### config.mk
export PLATFORM = sky130hd
export DESIGN_NAME = utf8_to_codepoint_decoder_unit_flat
export DESIGN_NICKNAME = d
export VERILOG_FILES = /design/src/utd_pkg.sv /design/src/utd_if.sv /design/src/utd_decode.sv /design/src/utd_result_buf.sv /design/src/utd_to_codepoint_top_placeholder.sv /design/src/utf8_to_codepoint_decoder_unit.sv /design/src/flat_wrapper.sv
export SDC_FILE = /design/constraint.sdc
export NUM_CORES = 1
export LEC_CHECK = 0
export BUFFER_PORTS_ARGS = -buffer_cell sky130_fd_sc_hd__buf_2
export CAP_MARGIN = 0
export CORE_MARGIN = 4
export CORE_UTILIZATION = 35
export CTS_CLUSTER_DIAMETER = 100
export CTS_CLUSTER_SIZE = 20
export DETAILED_ROUTE_END_ITERATION = 12
export SYNTH_ARGS = -nofsm -noshare
export SYNTH_HDL_FRONTEND = slang
export SYNTH_SLANG_ARGS = --single-unit
export TNS_END_PERCENT = 100
### constraint.sdc
create_clock -name clk -period 6.8 [get_ports clk]
set_input_delay 0.68 -clock clk [delete_from_list [all_inputs] [get_ports clk]]
set_output_delay 0.68 -clock clk [all_outputs]
set_load 0.02 [all_outputs]
### src/utd_pkg.sv
// ----------------------------------------------------------------------------
// utd_pkg
// Shared types and constants of the UTF-8 to code point decoder.
// ----------------------------------------------------------------------------
package utd_pkg;

	localparam int CpWidth = 21;
	localparam int AccWidth = CpWidth;
	localparam int BufDepth = 2;

	localparam logic [CpWidth-1:0] ReplCp = 21'h00FFFD;

	localparam logic [1:0] PushNone = 2'd0;
	localparam logic [1:0] PushOne = 2'd1;
	localparam logic [1:0] PushTwo = 2'd2;

	typedef struct packed {
		logic [CpWidth-1:0] code_point;
		logic is_replacement;
		logic last_of_run;
	} result_t;

	typedef struct packed {
		logic [1:0] n;
		result_t r0;
		result_t r1;
	} push_t;

endpackage

### src/utd_if.sv
// ----------------------------------------------------------------------------
// utd_if
// Valid/ready channels: raw bytes in, decoded code points out.
// ----------------------------------------------------------------------------
interface utd_byte_if;
	logic valid;
	logic ready;
	logic [7:0] in_byte;
	logic end_of_string;

	modport source(output valid, output in_byte, output end_of_string, input ready);
	modport sink(input valid, input in_byte, input end_of_string, output ready);
endinterface

interface utd_cp_if;
	logic valid;
	logic ready;
	logic [utd_pkg::CpWidth-1:0] code_point;
	logic is_replacement;
	logic last_of_run;

	modport source(output valid, output code_point, output is_replacement,
		output last_of_run, input ready);
	modport sink(input valid, input code_point, input is_replacement,
		input last_of_run, output ready);
endinterface

### src/utd_decode.sv
// ----------------------------------------------------------------------------
// utd_decode
// Decoder state and the byte classifier that yields zero to two results.
// ----------------------------------------------------------------------------
module utd_decode (
	input  logic clk,
	input  logic arst_n,
	input  logic [7:0] in_byte,
	input  logic end_of_string,
	input  logic advance,
	output utd_pkg::push_t push
);

	logic [utd_pkg::AccWidth-1:0] acc_q;
	logic [1:0] pend_q;
	logic [utd_pkg::AccWidth-1:0] acc_n;
	logic [1:0] pend_n;
	logic [1:0] cnt;
	utd_pkg::result_t r [2];

	always_comb begin
		acc_n = acc_q;
		pend_n = pend_q;
		cnt = utd_pkg::PushNone;
		r[0] = '0;
		r[1] = '0;
		case (in_byte) inside
			[8'h00:8'h7F]: begin
				if (pend_q != 2'd0) begin
					r[cnt[0]] = '{utd_pkg::ReplCp, 1'b1, 1'b0};
					cnt = cnt + 2'd1;
				end
				pend_n = 2'd0;
				r[cnt[0]] = '{{13'd0, in_byte}, 1'b0, 1'b0};
				cnt = cnt + 2'd1;
			end
			[8'h80:8'hBF]: begin
				if (pend_q != 2'd0) begin
					acc_n = {acc_q[utd_pkg::AccWidth-7:0], in_byte[5:0]};
					pend_n = pend_q - 2'd1;
					if (pend_n == 2'd0) begin
						r[cnt[0]] = '{acc_n, 1'b0, 1'b0};
						cnt = cnt + 2'd1;
					end
				end else begin
					r[cnt[0]] = '{utd_pkg::ReplCp, 1'b1, 1'b0};
					cnt = cnt + 2'd1;
				end
			end
			[8'hC0:8'hDF]: begin
				pend_n = 2'd1;
				acc_n = {16'd0, in_byte[4:0]};
			end
			[8'hE0:8'hEF]: begin
				pend_n = 2'd2;
				acc_n = {17'd0, in_byte[3:0]};
			end
			[8'hF0:8'hF7]: begin
				pend_n = 2'd3;
				acc_n = {18'd0, in_byte[2:0]};
			end
			default: begin
				r[cnt[0]] = '{utd_pkg::ReplCp, 1'b1, 1'b0};
				cnt = cnt + 2'd1;
				pend_n = 2'd0;
			end
		endcase
		if (end_of_string) begin
			if (pend_n != 2'd0) begin
				r[cnt[0]] = '{utd_pkg::ReplCp, 1'b1, 1'b0};
				cnt = cnt + 2'd1;
			end
			pend_n = 2'd0;
			acc_n = '0;
		end
		if (cnt == utd_pkg::PushOne) begin
			r[0].last_of_run = 1'b1;
		end else if (cnt == utd_pkg::PushTwo) begin
			r[1].last_of_run = 1'b1;
		end
		push.n = cnt;
		push.r0 = r[0];
		push.r1 = r[1];
	end

	always_ff @(posedge clk or negedge arst_n) begin
		if (!arst_n) begin
			acc_q <= '0;
			pend_q <= 2'd0;
		end else if (advance) begin
			acc_q <= acc_n;
			pend_q <= pend_n;
		end
	end

endmodule

### src/utd_result_buf.sv
// ----------------------------------------------------------------------------
// utd_result_buf
// Two-entry result queue; takes up to two results per cycle, sends one if ready.
// ----------------------------------------------------------------------------
module utd_result_buf (
	input  logic clk,
	input  logic arst_n,
	input  utd_pkg::push_t push,
	output logic [1:0] count,
	utd_cp_if.source cp_chan
);

	utd_pkg::result_t slot_q [utd_pkg::BufDepth];
	utd_pkg::result_t slot_n [utd_pkg::BufDepth];
	logic [1:0] count_q;
	logic [1:0] count_n;
	logic [1:0] rem_cnt;
	logic pop;

	assign pop = (count_q != 2'd0) && cp_chan.ready;

	always_comb begin
		rem_cnt = count_q - {1'b0, pop};
		slot_n[0] = pop ? slot_q[1] : slot_q[0];
		slot_n[1] = slot_q[1];
		if (push.n != utd_pkg::PushNone) begin
			if (rem_cnt == 2'd0) begin
				slot_n[0] = push.r0;
			end else begin
				slot_n[1] = push.r0;
			end
		end
		if (push.n == utd_pkg::PushTwo) begin
			slot_n[1] = push.r1;
		end
		count_n = rem_cnt + push.n;
	end

	always_ff @(posedge clk or negedge arst_n) begin
		if (!arst_n) begin
			count_q <= 2'd0;
		end else begin
			count_q <= count_n;
		end
	end

	always_ff @(posedge clk) begin
		slot_q[0] <= slot_n[0];
		slot_q[1] <= slot_n[1];
	end

	assign count = count_q;
	assign cp_chan.valid = count_q != 2'd0;
	assign cp_chan.code_point = slot_q[0].code_point;
	assign cp_chan.is_replacement = slot_q[0].is_replacement;
	assign cp_chan.last_of_run = slot_q[0].last_of_run;

	assert property (@(posedge clk) disable iff (!arst_n)
		count_q <= 2'd2)
		else $error("result queue over capacity");

endmodule

### src/utd_to_codepoint_top_placeholder.sv
// ----------------------------------------------------------------------------
// utd_input_reg
// Input byte register between the byte channel and the decoder.
// ----------------------------------------------------------------------------
module utd_input_reg (
	input  logic clk,
	input  logic arst_n,
	input  logic consume,
	output logic valid,
	output logic [7:0] in_byte,
	output logic end_of_string,
	utd_byte_if.sink byte_chan
);

	logic valid_s1;
	logic [7:0] byte_s1;
	logic eos_s1;
	logic load;

	assign byte_chan.ready = !valid_s1 || consume;
	assign load = byte_chan.valid && byte_chan.ready;

	always_ff @(posedge clk or negedge arst_n) begin
		if (!arst_n) begin
			valid_s1 <= 1'b0;
		end else if (load) begin
			valid_s1 <= 1'b1;
		end else if (consume) begin
			valid_s1 <= 1'b0;
		end
	end

	always_ff @(posedge clk) begin
		if (load) begin
			byte_s1 <= byte_chan.in_byte;
			eos_s1 <= byte_chan.end_of_string;
		end
	end

	assign valid = valid_s1;
	assign in_byte = byte_s1;
	assign end_of_string = eos_s1;

endmodule

### src/utf8_to_codepoint_decoder_unit.sv
// ----------------------------------------------------------------------------
// utf8_to_codepoint_decoder_unit
// UTF-8 byte stream to code point decoder with error replacement.
// ----------------------------------------------------------------------------
// channel    dir  payload                                     handshake
// byte_chan  in   in_byte[7:0], end_of_string                 valid/ready
// cp_chan    out  code_point[20:0], is_replacement, last_of_run valid/ready
//
// One byte per cycle unless the input stalls; a transfer passes through the
// input register and the result queue to the output. A byte that yields two
// results holds the input register while the two-entry result queue drains.
// Reset clears the decoder state, the input valid flag and the queue count.
// An output stall holds the queue; the input stalls while the queue, after
// this cycle's output transfer, has no room for the byte's results.
// ----------------------------------------------------------------------------
module utf8_to_codepoint_decoder_unit (
	input  logic clk,
	input  logic arst_n,
	utd_byte_if.sink byte_chan,
	utd_cp_if.source cp_chan
);

	logic valid_s1;
	logic [7:0] byte_s1;
	logic eos_s1;
	logic consume;
	logic out_xfer;
	logic [1:0] count;
	utd_pkg::push_t dec;
	utd_pkg::push_t push;

	assign out_xfer = cp_chan.valid && cp_chan.ready;
	assign consume = valid_s1 &&
		({1'b0, count} - {2'b0, out_xfer} + {1'b0, dec.n} <= 3'd2);

	always_comb begin
		push = dec;
		if (!consume) begin
			push.n = utd_pkg::PushNone;
		end
	end

	utd_input_reg u_input (
		.clk           (clk),
		.arst_n        (arst_n),
		.consume       (consume),
		.valid         (valid_s1),
		.in_byte       (byte_s1),
		.end_of_string (eos_s1),
		.byte_chan     (byte_chan)
	);

	utd_decode u_decode (
		.clk           (clk),
		.arst_n        (arst_n),
		.in_byte       (byte_s1),
		.end_of_string (eos_s1),
		.advance       (consume),
		.push          (dec)
	);

	utd_result_buf u_buf (
		.clk     (clk),
		.arst_n  (arst_n),
		.push    (push),
		.count   (count),
		.cp_chan (cp_chan)
	);

	assert property (@(posedge clk) disable iff (!arst_n)
		consume |-> ({1'b0, count} - {2'b0, out_xfer} + {1'b0, dec.n} <= 3'd2))
		else $error("result queue overflow on transfer");

	assert property (@(posedge clk) disable iff (!arst_n)
		(dec.n == utd_pkg::PushTwo) |-> (!dec.r0.last_of_run && dec.r1.last_of_run))
		else $error("run end marked on wrong result");

	assert property (@(posedge clk) disable iff (!arst_n)
		(valid_s1 && !consume) |=> (valid_s1 && $stable(byte_s1) && $stable(eos_s1)))
		else $error("held input byte lost");

	assert property (@(posedge clk) disable iff (!arst_n)
		(dec.n != utd_pkg::PushNone && !dec.r0.is_replacement) |->
		(dec.r0.code_point != utd_pkg::ReplCp || byte_s1 >= 8'h80))
		else $error("replacement emitted without flag");

endmodule
### src/flat_wrapper.sv
// flat-port wrapper written by rule: the top's interface ports become plain ports
module utf8_to_codepoint_decoder_unit_flat 
  (clk, arst_n, byte_chan_valid, byte_chan_in_byte, byte_chan_end_of_string, byte_chan_ready, cp_chan_valid, cp_chan_code_point, cp_chan_is_replacement, cp_chan_last_of_run, cp_chan_ready);
  utd_byte_if byte_chan_i ();
  utd_cp_if cp_chan_i ();
  input  logic clk;
  input  logic arst_n;
  input wire logic [$bits(byte_chan_i.valid)-1:0] byte_chan_valid;
  input wire logic [$bits(byte_chan_i.in_byte)-1:0] byte_chan_in_byte;
  input wire logic [$bits(byte_chan_i.end_of_string)-1:0] byte_chan_end_of_string;
  output wire logic [$bits(byte_chan_i.ready)-1:0] byte_chan_ready;
  output wire logic [$bits(cp_chan_i.valid)-1:0] cp_chan_valid;
  output wire logic [$bits(cp_chan_i.code_point)-1:0] cp_chan_code_point;
  output wire logic [$bits(cp_chan_i.is_replacement)-1:0] cp_chan_is_replacement;
  output wire logic [$bits(cp_chan_i.last_of_run)-1:0] cp_chan_last_of_run;
  input wire logic [$bits(cp_chan_i.ready)-1:0] cp_chan_ready;
  assign byte_chan_i.valid = byte_chan_valid;
  assign byte_chan_i.in_byte = byte_chan_in_byte;
  assign byte_chan_i.end_of_string = byte_chan_end_of_string;
  assign byte_chan_ready = byte_chan_i.ready;
  assign cp_chan_valid = cp_chan_i.valid;
  assign cp_chan_code_point = cp_chan_i.code_point;
  assign cp_chan_is_replacement = cp_chan_i.is_replacement;
  assign cp_chan_last_of_run = cp_chan_i.last_of_run;
  assign cp_chan_i.ready = cp_chan_ready;
  utf8_to_codepoint_decoder_unit u_core (.clk(clk), .arst_n(arst_n), .byte_chan(byte_chan_i), .cp_chan(cp_chan_i));
endmodule
# Word-level counts from Yosys, hierarchy flattened
# Memories as Yosys holds them, arrays and structs flattened.
# Index checks and enable logic that the tools add are counted.
[word_totals]
regBits = 29
latch_bits = 0
mem_bits_rw = 46
mem_bits_ro = 0
in_bits = 13
out_inout_bits = 25
word_cells = 113
n_memories = 1
[classes]
addsub = 7
n_mul = 0
n_div = 0
order_cmp = 15
eq_ne = 5
n_shift = 0
mux = 53
n_bitwise = 5
reduce_logical = 21
[mem_list]
columns = ["name", "words", "width", "read_ports", "rd_clocked_by_memory_dff", "write_ports", "line", "text"]
rows = [
  ["u_core.u_buf.slot_q", 2, 23, 2, 0, 2, "utd_result_buf.sv:13", "utd_pkg::result_t slot_q [utd_pkg::BufDepth];"],
]
[op_table]
columns = ["op", "n"]
rows = [
  ["$mux W23", 12],
  ["$mux W46", 3],
  ["$mux W15", 7],
  ["$mux W18", 4],
  ["$bwmux W46", 1],
  ["$demux W23 S1", 2],
  ["$ge A8 B8 Y1 const B", 4],
  ["$le A8 B8 Y1 const B", 4],
  ["$or A32 B32 Y32", 1],
  ["$mux W2", 14],
  ["$and A14 B14 Y14", 1],
  ["$not A14 Y14", 1],
  ["$logic_and A1 B1 Y1", 10],
  ["$mux W1", 10],
  ["$reduce_bool A2 Y1", 5],
  ["$ge A8 B1 Y1 const B", 1],
  ["$le A8 B7 Y1 const B", 1],
  ["$reduce_bool A5 Y1", 1],
  ["$add A2 B1 Y2 const B", 2],
  ["$eq A2 B2 Y1 const B", 2],
  ["$ge A2 B2 Y1 const B", 2],
  ["$logic_not A2 Y1", 2],
  ["$lt A2 B1 Y1 const B", 2],
  ["$not A1 Y2", 2],
  ["other kinds (12)", 12],
]

# Depth between registers and ports, before layout
[depth]
depth_word = 20
depth_mapped = 22
depth_no_buf = 20

# Hierarchy
# From an unflattened synthesis, not the netlist that was laid out.
[hier_totals]
hier_cells = 444
hier_area_um2 = 4164.0
[modules_own_cells]
columns = ["mod", "n_inst", "cells_per_inst", "area_each_um2", "seq_area_each_um2"]
rows = [
  ["utd_result_buf", 1, 265, 2431.1, 1201.2],
  ["utd_decode", 1, 149, 1281.2, 425.4],
  ["utd_input_reg", 1, 13, 324.1, 295.3],
  ["utf8_to_codepoint_decoder_unit", 1, 17, 127.6, 0.0],
]

# Worst setup path before layout
# OpenSTA, ideal clock, no wires.
[synth_timing]
kind = "flip-flop to flip-flop"
startpoint = "register u_core.u_input.in_byte[6] (netlist name)"
endpoint = "memory u_core.u_buf.slot_q[0][23] (netlist name) (enable)"
setup_ns = 0.406
arrival_ns = 4.585
required_time_ns = 6.394
setup_slack_ns = 1.809
path_stages_with_launch = 21
path_buffers = 3
synth_period_minus_slack_ns = 4.991
path_cell_list = "edfxtp_1 -> clkbuf_1 -> or2_1 -> nand3_1 -> inv_1 -> nor2_1 -> ha_1 -> nand2_1 -> o31ai_2 -> nor2_1 -> ha_1 -> inv_1 -> ha_1 -> inv_1 -> fa_1 -> nand2b_1 -> and3_1 -> clkbuf_1 -> o21ai_1 -> clkbuf_1 -> o21ai_1"
[synth_lines]
columns = ["element", "line"]
rows = [
  ["end, declared", "utd_result_buf.sv:13"],
]

==> results by group <==
Logic synthesis
  – Number of synthesized flops with an enable pin: 32
  – Post-synthesis cell count: 335
  – Flops & latches, synth: 75
  – Post-Syn Area: 3750 µm²
  – Seq/Total Area, Yosys: 51.2%
  – Synth unique cells: slightly above 50
  – Most used DFF post-synth: edfxtp_1
  – Net Count, Synth: 355
  – Warnings from Yosys: 0
  – Mean Syn Cell Area: between 10 and 15 µm²
  – Async set or reset register ratio after synthesis: about a quarter

Timing
  – Fmax achieved: 212 MHz
  – Hold WS: 0.274 ns
  – Relative slew slack: 25.9%
  – RSZ-0062 raised after global routing: no
  – Final worst slack: 2.07 ns
  – Setup_tns: 0 ns
  – Clock Skews: 0.0108 ns
  – Endpoints failing setup: 0
  – Final hold violation count: 0
  – Fin crit period: ~4.7 ns
  – Period utilization: 69.5%
  – Worst Tran Pin Value: 1.11 ns
  – Final Max Slew Viols: 0

Final layout
  – FILL cells: between 1,000 and 1,500
  – Layout Nets: 367
  – Design Area, Final: 4120 µm²
  – Area grow syn2layout: 9.87%
  – Most common cell after layout, fill and taps aside: mux2i_1
  – ANT cells: 0
  – Commonest non-fill, non-tap cells in the layout: mux2i_1, buf_2, edfxtp_1, nand2_1, inv_1
  – Layout cells sized above 1: 19.3%

Global route
  – Initial antenna violation count: 0
  – Largest net degree at the start of global routing: 25
  – First-pass GRT wire length: 12,600 µm
  – GRT Resource Usage Total: 12.6%
  – Vias in the first global route: about 2,400
  – GR Overflow Total: 0

CTS
  – Clock sinks: 75
  – Hold buffers post-CTS: 0
  – H-tree depth: 3
  – Reg clk slew, reported paths: 0.08 ns
  – Clock Latency Late Sink: 0.36 ns
  – Resize count post-CTS: 0
  – CTS root buffer: clkbuf_8
  – CTS max path bufs: 2
  – Cts bufs inserted: 9
  – Setup Fix Bufs, Post-CTS: 0
  – TritonCTS clock tree: built

Die
  – Row count: 37
  – Initial core utilization: a little over a third
  – Die height: 112 µm
  – # IOs: 38
  – Die X: 112 µm
  – Die Area: 12,400 µm²
  – Standard cell core area: ~10,000 µm²

Critical path
  – CP Data Required Time: between 6 and 7 ns
  – Reg2reg setup slack: 2.07 ns
  – Worst Setup End Kind: flop
  – Worst r2r src: u_core.u_input.in_byte[6]$_DFFE_PP_
  – Reg-to-reg endpoint: u_core.u_buf.slot_q[0][38]$_DFFE_PP_
  – Critical Path AT: 4.75 ns
  – Crit path kind: flop to flop
  – Crit path max fanout: 23
  – R2R depth: 19
  – Startpoint Class: flop
  – Crit. Startpoint: u_core.u_input.in_byte[6]$_DFFE_PP_

Routing
  – WL final: 7670 µm
  – Post-DRT Antenna Nets: 0
  – Vias: between 2,000 and 3,000
  – DR iter-0 viols: 213
  – Drt wl/cell: about 16 µm
  – DRC Markers: 0
  – Number of vias per cell: 5.15
  – DR pass1 iterations: 6

Place
  – Gp weighted congestion: 0.966
  – DP Area: about 4000 µm²
  – HPWL after DPL: roughly 5500 µm
  – PortBufs: 37
  – Place WS: 2.12 ns

Worst hold path
  – HP Class: primary input to asynchronous set/reset pin

Flow run
  – Max-Cap Viols: 0

Run status
  – Run status: completed
how the worst max path moves through the flow:
stage / slack (ns) / end
after floorplan: 1.81 / u_core.u_buf.slot_q[0][23]$_DFFE_PP_
after global placement: 2.36 / u_core.u_buf.slot_q[0][31]$_DFFE_PP_
final: 2.07 / u_core.u_buf.slot_q[0][38]$_DFFE_PP_
after global routing: 1.69 / u_core.u_buf.slot_q[0][23]$_DFFE_PP_
after detailed placement: 2.12 / u_core.u_buf.slot_q[0][37]$_DFFE_PP_
after CTS: 2.10 / u_core.u_buf.slot_q[0][23]$_DFFE_PP_
per-layer routing:
layer	share of wire, %	routed length, µm	vias up	global-route usage [%]
li1	-	-	1201	-
met1	46	3500	1219	16.9
met2	48	3650	79	19.5
met3	4.6	350	14	2.83
met4	2.3	175	0	5.92
met5	0	0	-	0
stage by stage:
step                      std cells  util [%]
after global routing            488      39.8
after CTS                       488      39.8
after global placement          472      37.5
after floorplan                 335         -
final                           488      39.8
after detailed placement        472      37.5
critical path, cell delays in order (launching register included):
cell	delay (ns)
edfxtp_1	0.60
nand4_1	0.39
nand3_1	0.37
inv_1	0.10
nor2_1	0.10
ha_1	0.23
nand2_1	0.12
o31ai_2	0.11
nor2_1	0.13
ha_1	0.23
inv_1	0.06
ha_1	0.14
inv_1	0.05
fa_1	0.37
xor2_1	0.22
and3_1	0.37
o21ai_1	0.12
buf_4	0.22
o21ai_2	0.14
buf_4	0.31
layout make-up:
type                            instances  area, µm²  share of cell area (%)
Tap cell                              136        170                    4.13
Sequential cell                        75       1920                    46.6
Multi-Input combinational cell        194       1480                    35.9
Inverter                               25       93.8                    2.28
Clock buffer                           10        149                    3.61
Timing Repair Buffer                   42        223                    5.40
Clock inverter                          6       86.3                    2.09
cell usage after synthesis, types with 4 or more instances:
library cell	n	area share, %
a22oi_1	13	2.6
and3_1	7	1.2
buf_2	5	0.67
buf_4	21	4.2
clkbuf_1	12	1.2
dfrtp_1	20	13
dfxtp_1	23	12
edfxtp_1	32	26
ha_1	6	2.0
inv_1	24	2.4
mux2i_1	54	14
nand2_1	27	2.7
nand2b_1	4	0.67
nand3_1	4	0.53
nor2_1	6	0.60
o21ai_0	15	2.0
o21ai_1	5	0.67
o22ai_1	5	0.83
registers in the layout, indices dropped and copies added (netlist names):
register and cells:
u_core.u_input.valid 1, u_core.u_buf.count 2, u_core.u_input.end_of_string 1, u_core.u_decode.acc_q 15
u_core.u_buf.slot_q 46, u_core.u_decode.pend_q 2, u_core.u_input.in_byte 8
cells by family after synthesis:
group	synth area share (%)
mux	15.3
xor+xnor	0.934
buf+inv	9.47
flops	51.2
fa+ha+maj	2.53
simple gates	8.30
compound gates	12.3
Power is not shown: default switching activity piles up to over one toggle a cycle in this logic, so the estimate is an artifact.
